===== src/rtl/core/md5_message_digest_assert.svh =====
// assertion macros for the md5 core
`ifndef MD5_MESSAGE_DIGEST_ASSERT_SVH
`define MD5_MESSAGE_DIGEST_ASSERT_SVH

// same-cycle implication
`define MD5_ASSERT_NOW(label, ante, cons, msg) \
	label: assert property (@(posedge clk) disable iff (!arst_n) (ante) |-> (cons)) \
		else $error(msg);

// next-cycle implication
`define MD5_ASSERT_NEXT(label, ante, cons, msg) \
	label: assert property (@(posedge clk) disable iff (!arst_n) (ante) |=> (cons)) \
		else $error(msg);

`endif


===== src/rtl/core/md5_pkg.sv =====
`timescale 1ns / 1ps
`default_nettype none
package md5_pkg;

	localparam int unsigned BUF_WORDS = 16;
	localparam int unsigned WORD_W    = 32;

	localparam logic [7:0] PAD_BYTE   = 8'h80;
	localparam logic [5:0] LEN_POS    = 6'd56;
	localparam logic [5:0] LAST_POS   = 6'd63;
	localparam logic [5:0] LAST_ROUND = 6'd63;

	localparam logic [31:0] INIT_A = 32'h67452301;
	localparam logic [31:0] INIT_B = 32'hefcdab89;
	localparam logic [31:0] INIT_C = 32'h98badcfe;
	localparam logic [31:0] INIT_D = 32'h10325476;

	typedef enum logic [2:0] {
		ST_IDLE,
		ST_PAD,
		ST_LOAD,
		ST_ROUND,
		ST_ADD,
		ST_EMIT
	} md5_state_t;

	localparam logic [31:0] ROUND_K [64] = '{
		32'hd76aa478, 32'he8c7b756, 32'h242070db, 32'hc1bdceee,
		32'hf57c0faf, 32'h4787c62a, 32'ha8304613, 32'hfd469501,
		32'h698098d8, 32'h8b44f7af, 32'hffff5bb1, 32'h895cd7be,
		32'h6b901122, 32'hfd987193, 32'ha679438e, 32'h49b40821,
		32'hf61e2562, 32'hc040b340, 32'h265e5a51, 32'he9b6c7aa,
		32'hd62f105d, 32'h02441453, 32'hd8a1e681, 32'he7d3fbc8,
		32'h21e1cde6, 32'hc33707d6, 32'hf4d50d87, 32'h455a14ed,
		32'ha9e3e905, 32'hfcefa3f8, 32'h676f02d9, 32'h8d2a4c8a,
		32'hfffa3942, 32'h8771f681, 32'h6d9d6122, 32'hfde5380c,
		32'ha4beea44, 32'h4bdecfa9, 32'hf6bb4b60, 32'hbebfbc70,
		32'h289b7ec6, 32'heaa127fa, 32'hd4ef3085, 32'h04881d05,
		32'hd9d4d039, 32'he6db99e5, 32'h1fa27cf8, 32'hc4ac5665,
		32'hf4292244, 32'h432aff97, 32'hab9423a7, 32'hfc93a039,
		32'h655b59c3, 32'h8f0ccc92, 32'hffeff47d, 32'h85845dd1,
		32'h6fa87e4f, 32'hfe2ce6e0, 32'ha3014314, 32'h4e0811a1,
		32'hf7537e82, 32'hbd3af235, 32'h2ad7d2bb, 32'heb86d391
	};

	localparam logic [4:0] ROT_AMT [16] = '{
		5'd7, 5'd12, 5'd17, 5'd22, 5'd5, 5'd9, 5'd14, 5'd20,
		5'd4, 5'd11, 5'd16, 5'd23, 5'd6, 5'd10, 5'd15, 5'd21
	};

	// message word index used by a round
	function automatic logic [3:0] word_index(input logic [5:0] rnd);
		logic [3:0] r4;
		logic [3:0] idx;
		r4 = rnd[3:0];
		case (rnd[5:4])
			2'd0: idx = r4;
			2'd1: idx = 4'((r4 << 2) + r4 + 4'd1);
			2'd2: idx = 4'((r4 << 1) + r4 + 4'd5);
			2'd3: idx = 4'((r4 << 3) - r4);
			default: idx = r4;
		endcase
		return idx;
	endfunction

endpackage
`default_nettype wire


===== src/rtl/core/md5_ram.sv =====
`timescale 1ns / 1ps
`default_nettype none
module md5_ram #(
	parameter int unsigned WIDTH = 32,
	parameter int unsigned DEPTH = 16
) (
	input  wire logic                     clk,
	input  wire logic                     we,
	input  wire logic [$clog2(DEPTH)-1:0] waddr,
	input  wire logic [WIDTH-1:0]         wdata,
	input  wire logic [$clog2(DEPTH)-1:0] raddr,
	output logic      [WIDTH-1:0]         rdata
);

	logic [WIDTH-1:0] mem_q [DEPTH];

	always_ff @(posedge clk) begin
		if (we) begin
			mem_q[waddr] <= wdata;
		end
		rdata <= mem_q[raddr];
	end

endmodule
`default_nettype wire


===== src/rtl/core/md5_round.sv =====
`timescale 1ns / 1ps
`default_nettype none
module md5_round (
	input  wire logic [5:0]  rnd,
	input  wire logic [31:0] a,
	input  wire logic [31:0] b,
	input  wire logic [31:0] c,
	input  wire logic [31:0] d,
	input  wire logic [31:0] w,
	output logic      [31:0] b_next
);

	logic [31:0] f;
	logic [31:0] sum;
	logic [31:0] rot;
	logic [4:0]  n;

	always_comb begin
		case (rnd[5:4])
			2'd0: f = (b & c) | (~b & d);
			2'd1: f = (b & d) | (c & ~d);
			2'd2: f = b ^ c ^ d;
			2'd3: f = c ^ (b | ~d);
			default: f = b ^ c ^ d;
		endcase
		sum    = a + f + w + md5_pkg::ROUND_K[rnd];
		n      = md5_pkg::ROT_AMT[{rnd[5:4], rnd[1:0]}];
		rot    = (sum << n) | (sum >> (6'd32 - {1'b0, n}));
		b_next = rot + b;
	end

endmodule
`default_nettype wire


===== src/rtl/core/md5_message_digest.sv =====
// MD5 hasher over a byte stream. Each input transaction carries a message byte (tuser low)
// or a finish request (tuser high); a finish pads the message, returns the 128-bit digest
// as one output transaction with byte 0 in tdata[7:0], and starts a fresh message. A byte
// that does not complete a 64-byte block is absorbed while the core stays ready. A byte
// that completes a block starts the compression: the write, a step to prime the block
// buffer read, 64 rounds through the single round unit at one round per cycle, and a
// step to fold the result into the chaining words. A finish writes the padding bytes,
// compresses each block it completes (one or two), then loads the digest into the
// output register, which waits there until taken while new bytes are already accepted.
`timescale 1ns / 1ps
`default_nettype none
`include "md5_message_digest_assert.svh"
module md5_message_digest (
	input  wire logic         clk,
	input  wire logic         arst_n,
	input  wire logic         s_axis_tvalid,
	output logic              s_axis_tready,
	input  wire logic [7:0]   s_axis_tdata,  // data_byte
	input  wire logic         s_axis_tuser,  // req_type
	output logic              m_axis_tvalid,
	input  wire logic         m_axis_tready,
	output logic      [127:0] m_axis_tdata   // digest_lo, digest_hi
);

	localparam int unsigned AW = $clog2(md5_pkg::BUF_WORDS);

	md5_pkg::md5_state_t state_q, state_d;

	logic [60:0]  byte_cnt_q;
	logic [63:0]  length_q;
	logic         fin_q;
	logic         first_q;
	logic         len_q;
	logic [23:0]  word_q;
	logic [5:0]   rnd_q;
	logic [31:0]  ca_q, cb_q, cc_q, cd_q;
	logic [31:0]  ra_q, rb_q, rc_q, rd_q;
	logic         m_valid_q;
	logic [127:0] m_data_q;

	logic         absorb;
	logic         is_len;
	logic [7:0]   absorb_byte;
	logic         start_fin;
	logic         load_out;
	logic         out_free;
	logic [5:0]   pos;
	logic [AW-1:0] raddr;
	logic [31:0]  wdata;
	logic [31:0]  w;
	logic [31:0]  b_next;
	logic         ram_we;

	assign pos      = byte_cnt_q[5:0];
	assign out_free = !m_valid_q || m_axis_tready;
	assign wdata    = {absorb_byte, word_q};
	assign ram_we   = absorb && (pos[1:0] == 2'd3);

	always_comb begin
		state_d       = state_q;
		s_axis_tready = 1'b0;
		absorb        = 1'b0;
		is_len        = 1'b0;
		absorb_byte   = s_axis_tdata;
		start_fin     = 1'b0;
		load_out      = 1'b0;
		raddr         = md5_pkg::word_index(6'(rnd_q + 6'd1));
		case (state_q)
			md5_pkg::ST_IDLE: begin
				s_axis_tready = 1'b1;
				if (s_axis_tvalid) begin
					if (s_axis_tuser) begin
						start_fin = 1'b1;
						state_d   = md5_pkg::ST_PAD;
					end else begin
						absorb = 1'b1;
						if (pos == md5_pkg::LAST_POS) begin
							state_d = md5_pkg::ST_LOAD;
						end
					end
				end
			end
			md5_pkg::ST_PAD: begin
				absorb = 1'b1;
				is_len = !first_q && (len_q || pos == md5_pkg::LEN_POS);
				if (first_q) begin
					absorb_byte = md5_pkg::PAD_BYTE;
				end else if (is_len) begin
					absorb_byte = length_q[{pos[2:0], 3'b000} +: 8];
				end else begin
					absorb_byte = 8'h00;
				end
				if (pos == md5_pkg::LAST_POS) begin
					state_d = md5_pkg::ST_LOAD;
				end
			end
			md5_pkg::ST_LOAD: begin
				raddr   = md5_pkg::word_index(6'd0);
				state_d = md5_pkg::ST_ROUND;
			end
			md5_pkg::ST_ROUND: begin
				if (rnd_q == md5_pkg::LAST_ROUND) begin
					state_d = md5_pkg::ST_ADD;
				end
			end
			md5_pkg::ST_ADD: begin
				if (!fin_q) begin
					state_d = md5_pkg::ST_IDLE;
				end else if (len_q) begin
					state_d = md5_pkg::ST_EMIT;
				end else begin
					state_d = md5_pkg::ST_PAD;
				end
			end
			md5_pkg::ST_EMIT: begin
				if (out_free) begin
					load_out = 1'b1;
					state_d  = md5_pkg::ST_IDLE;
				end
			end
			default: state_d = md5_pkg::ST_IDLE;
		endcase
	end

	always_ff @(posedge clk or negedge arst_n) begin
		if (!arst_n) begin
			state_q <= md5_pkg::ST_IDLE;
		end else begin
			state_q <= state_d;
		end
	end

	// counters, flags and chaining words
	always_ff @(posedge clk or negedge arst_n) begin
		if (!arst_n) begin
			byte_cnt_q <= '0;
			fin_q      <= 1'b0;
			first_q    <= 1'b0;
			len_q      <= 1'b0;
			rnd_q      <= '0;
			ca_q       <= md5_pkg::INIT_A;
			cb_q       <= md5_pkg::INIT_B;
			cc_q       <= md5_pkg::INIT_C;
			cd_q       <= md5_pkg::INIT_D;
			m_valid_q  <= 1'b0;
		end else begin
			if (absorb) begin
				byte_cnt_q <= byte_cnt_q + 61'd1;
			end
			if (start_fin) begin
				fin_q   <= 1'b1;
				first_q <= 1'b1;
			end
			if (state_q == md5_pkg::ST_PAD) begin
				first_q <= 1'b0;
				if (is_len) begin
					len_q <= 1'b1;
				end
			end
			if (state_q == md5_pkg::ST_ROUND) begin
				rnd_q <= rnd_q + 6'd1;
			end
			if (state_q == md5_pkg::ST_ADD) begin
				ca_q <= ca_q + ra_q;
				cb_q <= cb_q + rb_q;
				cc_q <= cc_q + rc_q;
				cd_q <= cd_q + rd_q;
			end
			if (load_out) begin
				byte_cnt_q <= '0;
				fin_q      <= 1'b0;
				len_q      <= 1'b0;
				ca_q       <= md5_pkg::INIT_A;
				cb_q       <= md5_pkg::INIT_B;
				cc_q       <= md5_pkg::INIT_C;
				cd_q       <= md5_pkg::INIT_D;
				m_valid_q  <= 1'b1;
			end else if (m_axis_tready) begin
				m_valid_q <= 1'b0;
			end
		end
	end

	// payload registers
	always_ff @(posedge clk) begin
		if (start_fin) begin
			length_q <= {byte_cnt_q, 3'b000};
		end
		if (absorb) begin
			word_q[{pos[1:0], 3'b000} +: 8] <= absorb_byte;
		end
		if (state_q == md5_pkg::ST_LOAD) begin
			ra_q <= ca_q;
			rb_q <= cb_q;
			rc_q <= cc_q;
			rd_q <= cd_q;
		end else if (state_q == md5_pkg::ST_ROUND) begin
			ra_q <= rd_q;
			rd_q <= rc_q;
			rc_q <= rb_q;
			rb_q <= b_next;
		end
		if (load_out) begin
			m_data_q <= {cd_q, cc_q, cb_q, ca_q};
		end
	end

	// last byte of a word sits in the top lane of the write data
	md5_ram #(
		.WIDTH(md5_pkg::WORD_W),
		.DEPTH(md5_pkg::BUF_WORDS)
	) u_buf (
		.clk  (clk),
		.we   (ram_we),
		.waddr(pos[5:2]),
		.wdata(wdata),
		.raddr(raddr),
		.rdata(w)
	);

	md5_round u_round (
		.rnd   (rnd_q),
		.a     (ra_q),
		.b     (rb_q),
		.c     (rc_q),
		.d     (rd_q),
		.w     (w),
		.b_next(b_next)
	);

	assign m_axis_tvalid = m_valid_q;
	assign m_axis_tdata  = m_data_q;

	`MD5_ASSERT_NEXT(a_round_end, state_q == md5_pkg::ST_ROUND && rnd_q == md5_pkg::LAST_ROUND, state_q == md5_pkg::ST_ADD && rnd_q == 6'd0, "round counter out of step")
	`MD5_ASSERT_NOW(a_buf_write, ram_we, state_q == md5_pkg::ST_IDLE || state_q == md5_pkg::ST_PAD, "buffer written outside absorb")
	`MD5_ASSERT_NEXT(a_emit, load_out, m_axis_tvalid && byte_cnt_q == 61'd0 && !fin_q, "digest not presented or state not restored")
	`MD5_ASSERT_NOW(a_busy, state_q == md5_pkg::ST_ROUND || state_q == md5_pkg::ST_PAD, !s_axis_tready, "input taken while busy")

endmodule
`default_nettype wire


===== config.mk =====
export PLATFORM = sky130hd
export DESIGN_NAME = md5_message_digest
export DESIGN_NICKNAME = d
export VERILOG_FILES = /design/src/rtl/core/md5_pkg.sv /design/src/rtl/core/md5_ram.sv /design/src/rtl/core/md5_round.sv /design/src/rtl/core/md5_message_digest.sv
export VERILOG_INCLUDE_DIRS = /design/src /design/src/rtl/core
export SDC_FILE = /design/constraint.sdc
export NUM_CORES = 2
export LEC_CHECK = 0
export BUFFER_PORTS_ARGS = -buffer_cell sky130_fd_sc_hd__buf_2
export CORE_MARGIN = 10
export CORE_UTILIZATION = 30
export DETAILED_ROUTE_END_ITERATION = 8
export PLACE_DENSITY = 0.5
export REMOVE_ABC_BUFFERS = 1
export SLEW_MARGIN = 20
export SYNTH_ARGS = -nofsm -noshare
export SYNTH_HDL_FRONTEND = slang
export SYNTH_SLANG_ARGS = --single-unit

===== constraint.sdc =====
create_clock -name clk -period 13 [get_ports clk]
set_input_delay 0.65 -clock clk [delete_from_list [all_inputs] [get_ports clk]]
set_output_delay 0.65 -clock clk [all_outputs]
set_load 0.01 [all_outputs]

; Yosys cells after proc, flatten, opt, wreduce, memory -nomap -nowiden
; Memory sizes are Yosys's and may differ from the RTL's. A register that Yosys moved wholly into a read port is not among the register bits.
; Cells that the tools add are included.
; W data, S select, Z words.
[op_classes]
add_sub_neg = 17
order_cmp = 2
n_eq_ne = 18
shift = 5
n_mux = 57
n_bitwise = 15
reduce_logical = 19
[ops]
columns = op, n
row1 = $mux W32, 18
row2 = $add A32 B32 Y32, 8
row3 = $and A32 B32 Y32, 4
row4 = $or A32 B32 Y32, 4
row5 = $pmux W32 S4, 1
row6 = $mux W61, 2
row7 = $xor A32 B32 Y32, 3
row8 = $not A32 Y32, 2
row9 = $shiftx A64 B7 Y8, 1
row10 = $add A61 B1 Y61 const B, 1
row11 = $shl A32 B5 Y32, 1
row12 = $shr A32 B6 Y32, 1
row13 = $bwmux W24, 1
row14 = $mux W8, 3
row15 = $shift A8 B7 Y24 const A, 1
row16 = $shiftx A8 B7 Y24, 1
row17 = $mux W3, 7
row18 = $mux W1, 19
row19 = $eq A6 B6 Y1 const B, 3
row20 = $pmux W3 S6, 1
row21 = $pmux W4 S4, 1
row22 = $reduce_bool A2 Y1, 8
row23 = $eq A2 B2 Y1 const B, 5
row24 = $mux W5, 2
row25 = other kinds (25), 35
[word_totals]
ff_bits = 543
mem_bits_rw = 512
rom_bits = 2128
n_memories = 3
[mem_list]
columns = name, depth, width, read_ports, rd_clocked_by_memory_dff, write_ports, line
row1 = (no name shown), 64, 32, 1, 0, 0, md5_round.sv:26  ; sum = a + f + w + md5_pkg::ROUND_K[rnd];
row2 = u_buf.mem_q, 16, 32, 1, 1, 1, md5_ram.sv:15  ; logic [WIDTH-1:0] mem_q [DEPTH];
row3 = (no name shown), 16, 5, 1, 0, 0, md5_round.sv:27  ; n = md5_pkg::ROT_AMT[{rnd[5:4], rnd[1:0]}];

; Longest topological paths before layout
[depth]
word_depth = 12
depth_mapped = 43
ltp_nobuf = 39

; Hierarchy
; A second synthesis with hierarchy kept.
[hier_totals]
hier_cells = 5177
hier_area_um2 = 60714.5
[by_module_without_submodules]
columns = mod, instances, cells_per_inst, area_per_inst_um2, seq_area_each_um2
row1 = md5_message_digest, 1, 2322, 27473.8, 15374.7
row2 = md5_ram, 1, 838, 19835.3, 16015.4
row3 = md5_round, 1, 2017, 13405.4, 0.0

; Worst setup path before layout
; Ideal clock, no wire load.
[synth_path]
path_kind = register to register
from = register rnd_q[0]
to = register rb_q[30] (data pin)
arrival_ps = 9617
required_ps = 12736
slack_ps = 3120
path_stages_with_launch = 43
path_buffers = 4
cell_sequence = dfrtp_1 > clkbuf_1 > inv_1 > clkbuf_1 > ha_1 > buf_2 > inv_1 > buf_2 > nand2_1 > nand3_1 > o311ai_0 > o21ai_0 > a221o_1 > fa_1 > inv_1 > fa_1 > inv_1 > ha_1 > [... 7 more ...] > nand2_1 > mux4_2 > mux2i_1 > mux2i_1 > a221o_1 > ha_1 > fa_1 > a21o_1 > a21oi_1 > o21a_1 > o31ai_1 > o311a_1 > a221oi_1 > o21ai_0 > o31a_1 > o41ai_1 > or4b_2 > nand3_1
[synth_via]
elab_chain_len = 10
elab_cells_between_ends = 16
[synth_rtl]
columns = element, line
row1 = start: declaration, md5_message_digest.sv:35  ; logic [5:0] rnd_q;
row2 = start signal: assignment, md5_message_digest.sv:161  ; rnd_q <= rnd_q + 6'd1;
row3 = $not A6 Y7 (implied by the code) / $not A4 Y5 (equally long branches), "md5_round.sv:26, md5_round.sv:27"
row4 = $mem_v2 Z64 W32 / $mem_v2 Z16 W5 (equally long branches), n/a
row5 = $mux W32 (implied by the code) / $mux W5 (equally long branches) (2 in a row), "md5_round.sv:26, md5_round.sv:27"
row6 = $add A32 B32 Y32 / $sub A6 B5 Y6 (equally long branches), "md5_round.sv:26, md5_round.sv:28"
row7 = $shr A32 B6 Y32 / $shl A32 B5 Y32 (equally long branches), md5_round.sv:28  ; rot = (sum << n) | (sum >> (6'd32 - {1'b0, n}));
row8 = $or A32 B32 Y32 (*), md5_round.sv:28
row9 = $add A32 B32 Y32 (*), md5_round.sv:29  ; b_next = rot + b;
row10 = $mux W32 (*), md5_message_digest.sv:197  ; end else if (state_q == md5_pkg::ST_ROUND) begin
row11 = $mux W32 (*), md5_message_digest.sv:192  ; if (state_q == md5_pkg::ST_LOAD) begin
row12 = end signal: assignment, md5_message_digest.sv:194  ; rb_q <= cb_q;
row13 = end signal: assignment, md5_message_digest.sv:201  ; rb_q <= b_next;
row14 = end: declaration, md5_message_digest.sv:37  ; logic [31:0] ra_q, rb_q, rc_q, rd_q;
; Every way passes the cells marked *; elsewhere a longest branch is shown, timed or not. The select of a mux whose other input is x is not followed.
; A chain may end at the register's enable or synchronous reset.

; Worst setup path in the final report
[layout_path]
from = register rnd_q[1]
to = register rb_q[30] (data pin)
; Same word-level chain as after synthesis.

==> impl_metrics.csv <==
group,metric,value,unit
status,status,"finished clean",
synthesis,syn_area,61370,um^2
synthesis,synth_top_area_share,41.74,%
floorplanning,die_w,472.3,um
critical_path,crit_type,"flop to flop",
clock_network,htreeDepth,3,
final_layout,drive_above_1_share,10.44,%
sta,rsz0062_at_grt,"false",
sta,skew,91.60,ps
floorplanning,core.rowCount,165,
detailed_routing,drt-initial-drc-count,4134,
floorplanning,dieArea,223000,um^2
clock_network,cts_root_buffer,"clkbuf_16",
detailed_routing,first_pass_iters,6,
critical_path,required,13530,ps
floorplanning,die_y,472.3,um
synthesis,synth_seq_cells,1087,
sta,max_slew_margin,25.26,%
sta,hold_violations,0,
placement,post-place-cells,8574,
detailed_routing,num_vias,47643,
grt,grt_pass1_wl,306.3,mm
synthesis,synth-async-reset-ratio,18.58,%
detailed_routing,drtAntennaViolNets,0,
detailed_routing,wl,206.1,mm
final_layout,area_delta_synth_final,13.27,%
grt,antenna_found_initial,13,
worst_hold_path,holdPathStages,3,
sta,min_period_over_period,89.46,%
run,maxCapViolCount,0,
synthesis,synth_top_cell_by_area,"edfxtp_1",
critical_path,r2r.worst_path.cells,34,
worst_hold_path,min_path_type,"primary input to flop",
sta,drv_slew,0,
critical_path,crit_path_max_incr_delay,850,ps
placement,hpwl,138.5,mm
critical_path,critical_path_depth,34,
critical_path,cp-start-kind,"flop",
sta,setup_viol,0,
synthesis,synth_enable_flop_cells,853,
synthesis,yosysSeqAreaShare,51.15,%
critical_path,crit_path_end_kind,"flop",
grt,grt_pass1_vias,45784,
critical_path,crit_path_max_fanout,20,
floorplanning,initial_core_util,30.27,%
detailed_routing,drc_errors,0,
placement,place.gp.congestion,0.9088,
final_layout,finalNonFillerCells,8804,
final_layout,layout_common_cells,"nand2_1 (939), edfxtp_1 (853), a21oi_1 (422), nor2_1 (389), o21ai_0 (321)",
grt,grt_usage,17.74,%
critical_path,worstPathBufferInverterCount,3,
synthesis,avgSynthCellArea,10.21,um^2
final_layout,finalNetCount,6322,
synthesis,yosysWarnings,0,
clock_network,post_cts_buffers,0,
final_layout,layout_commonest_cell,"nand2_1",
clock_network,cts_sinks,1087,
detailed_routing,viasPerCell,5.412,
synthesis,syn_inst,6010,
critical_path,cp_top_family,"compound AO/OA/AOI/OAI gates",
detailed_routing,wire_per_inst,23.41,um
sta,clock.fmax,85.99,MHz
floorplanning,io_pins,143,
critical_path,critPathArrivalTime,12160,ps
clock_network,cts_tree,"yes",
sta,worst_pin_slew,1109,ps
placement,io_buffers,142,
clock_network,cts_resized,0,
synthesis,ys_types,92,
clock_network,cts_buffers,119,
grt,grt_remaining_overflow,0,
floorplanning,core_area,202700,um^2
clock_network,cts_buffer_depth,3,
synthesis,synth_ff_type,"edfxtp_1",
sta,min_period,11630,ps
clock_network,clock_latency,830,ps
clock_network,clk_pin_slew,60,ps
grt,grt_max_degree,183,
synthesis,yosys-top-cells-area,"edfxtp_1 (42%), nand2_1 (5.8%), dfrtp_1 (5.6%)",
critical_path,critical_path.slowest_cell,"dfrtp_1",
-- logic make-up (layout without fill, tap and decap cells) --
| family | count (synthesis) | in the layout | share of synthesized area [%] |
|---|---|---|---|
| simple gates | 2019 | 2019 | 14.67 |
| xor+xnor | 244 | 244 | 3.495 |
| buf+inv | 606 | 725 | 3.748 |
| flops | 1087 | 1087 | 51.15 |
| other cells | 0 | 3 | 0 |
| fa+ha+maj | 285 | 285 | 6.631 |
| compound gates | 1630 | 1630 | 17.18 |
| mux | 139 | 139 | 3.116 |
-- routing by layer --
| layer | track usage [%] | part of all wire, % | vias up |
|---|---|---|---|
| li1 | - | - | 22236 |
| met1 | 24.49 | 45 | 23667 |
| met2 | 28.60 | 46 | 1390 |
| met3 | 2.646 | 5.3 | 342 |
| met4 | 5.449 | 3.2 | 8 |
| met5 | 0 | 0.023 | - |
-- final timing paths --
kind,slack [ps],end,start
min in group asynchronous,550,cc_q[18],arst_n
max in group asynchronous,10880,rnd_q[3],arst_n
setup / recovery,1370,rb_q[30],rnd_q[1]
hold reg to reg,480,length_q[63],byte_cnt_q[60]
setup reg to reg,1370,rb_q[30],rnd_q[1]
hold / removal,340,m_axis_tvalid,m_axis_tready
-- worst min-delay path: cells and delay by family --
kind	cells	cell delay [ps]
AND/OR/NAND/NOR	2	280
buffers and inverters	1	150
-- metrics by stage --
step	area, um^2	setup TNS [ps]	hold WS, ps	util (%)	setup WS [ps]
after floorplan	59990	-333620	354.4	-	-9102
after global placement	65210	0	462.3	32.17	1793
after detailed placement	65210	0	462.3	32.17	1516
after CTS	69500	0	261.7	34.28	1478
after global routing	69500	0	327.0	34.28	550.6
final	69510	0	337.8	34.28	1371
-- layout make-up --
type,instances,area (um^2)
flip-flops and latches,1087,31400
clock inverters,62,959.7
well taps,2672,3343
fillers,20557,133200
multi-input cells,4317,27930
clock buffers,164,3317
inverters,246,930.9
repair buffers,253,1619
diodes,3,7.507
-- flip-flops by register name, indices dropped and copies added (netlist names) --
register	flops
state_q	3
cc_q	32
fin_q	1
rb_q	32
cb_q	32
m_axis_tvalid	1
byte_cnt_q	61
cd_q	32
ca_q	32
ra_q	32
m_axis_tdata	128
length_q	61
word_q	24
u_buf.rdata	32
len_q	1
rd_q	32
u_buf.mem_q	512
rnd_q	6
rc_q	32
first_q	1
-- cells in the mapped netlist (all sizes together) (83+ instances only) --
library cell	count
a21oi	423
a31oi	100
nor3	169
xnor2	141
nor2	396
clkbuf	302
dfrtp	138
nand2	944
a211oi	239
mux2i	83
edfxtp	853
inv	244
nand3	116
xor2	103
o21ai	330
ha	218
and3	163
-- timing repair --
action | in CTS | in global routing
endpoints found under the hold margin | 30 | 0
endpoints found under the setup margin | 0 | 0
hold buffers | 1 | 0
Power is left out: the tool's default activity adds up to more than one toggle a clock period on the data nets, which glitch-free logic cannot reach.
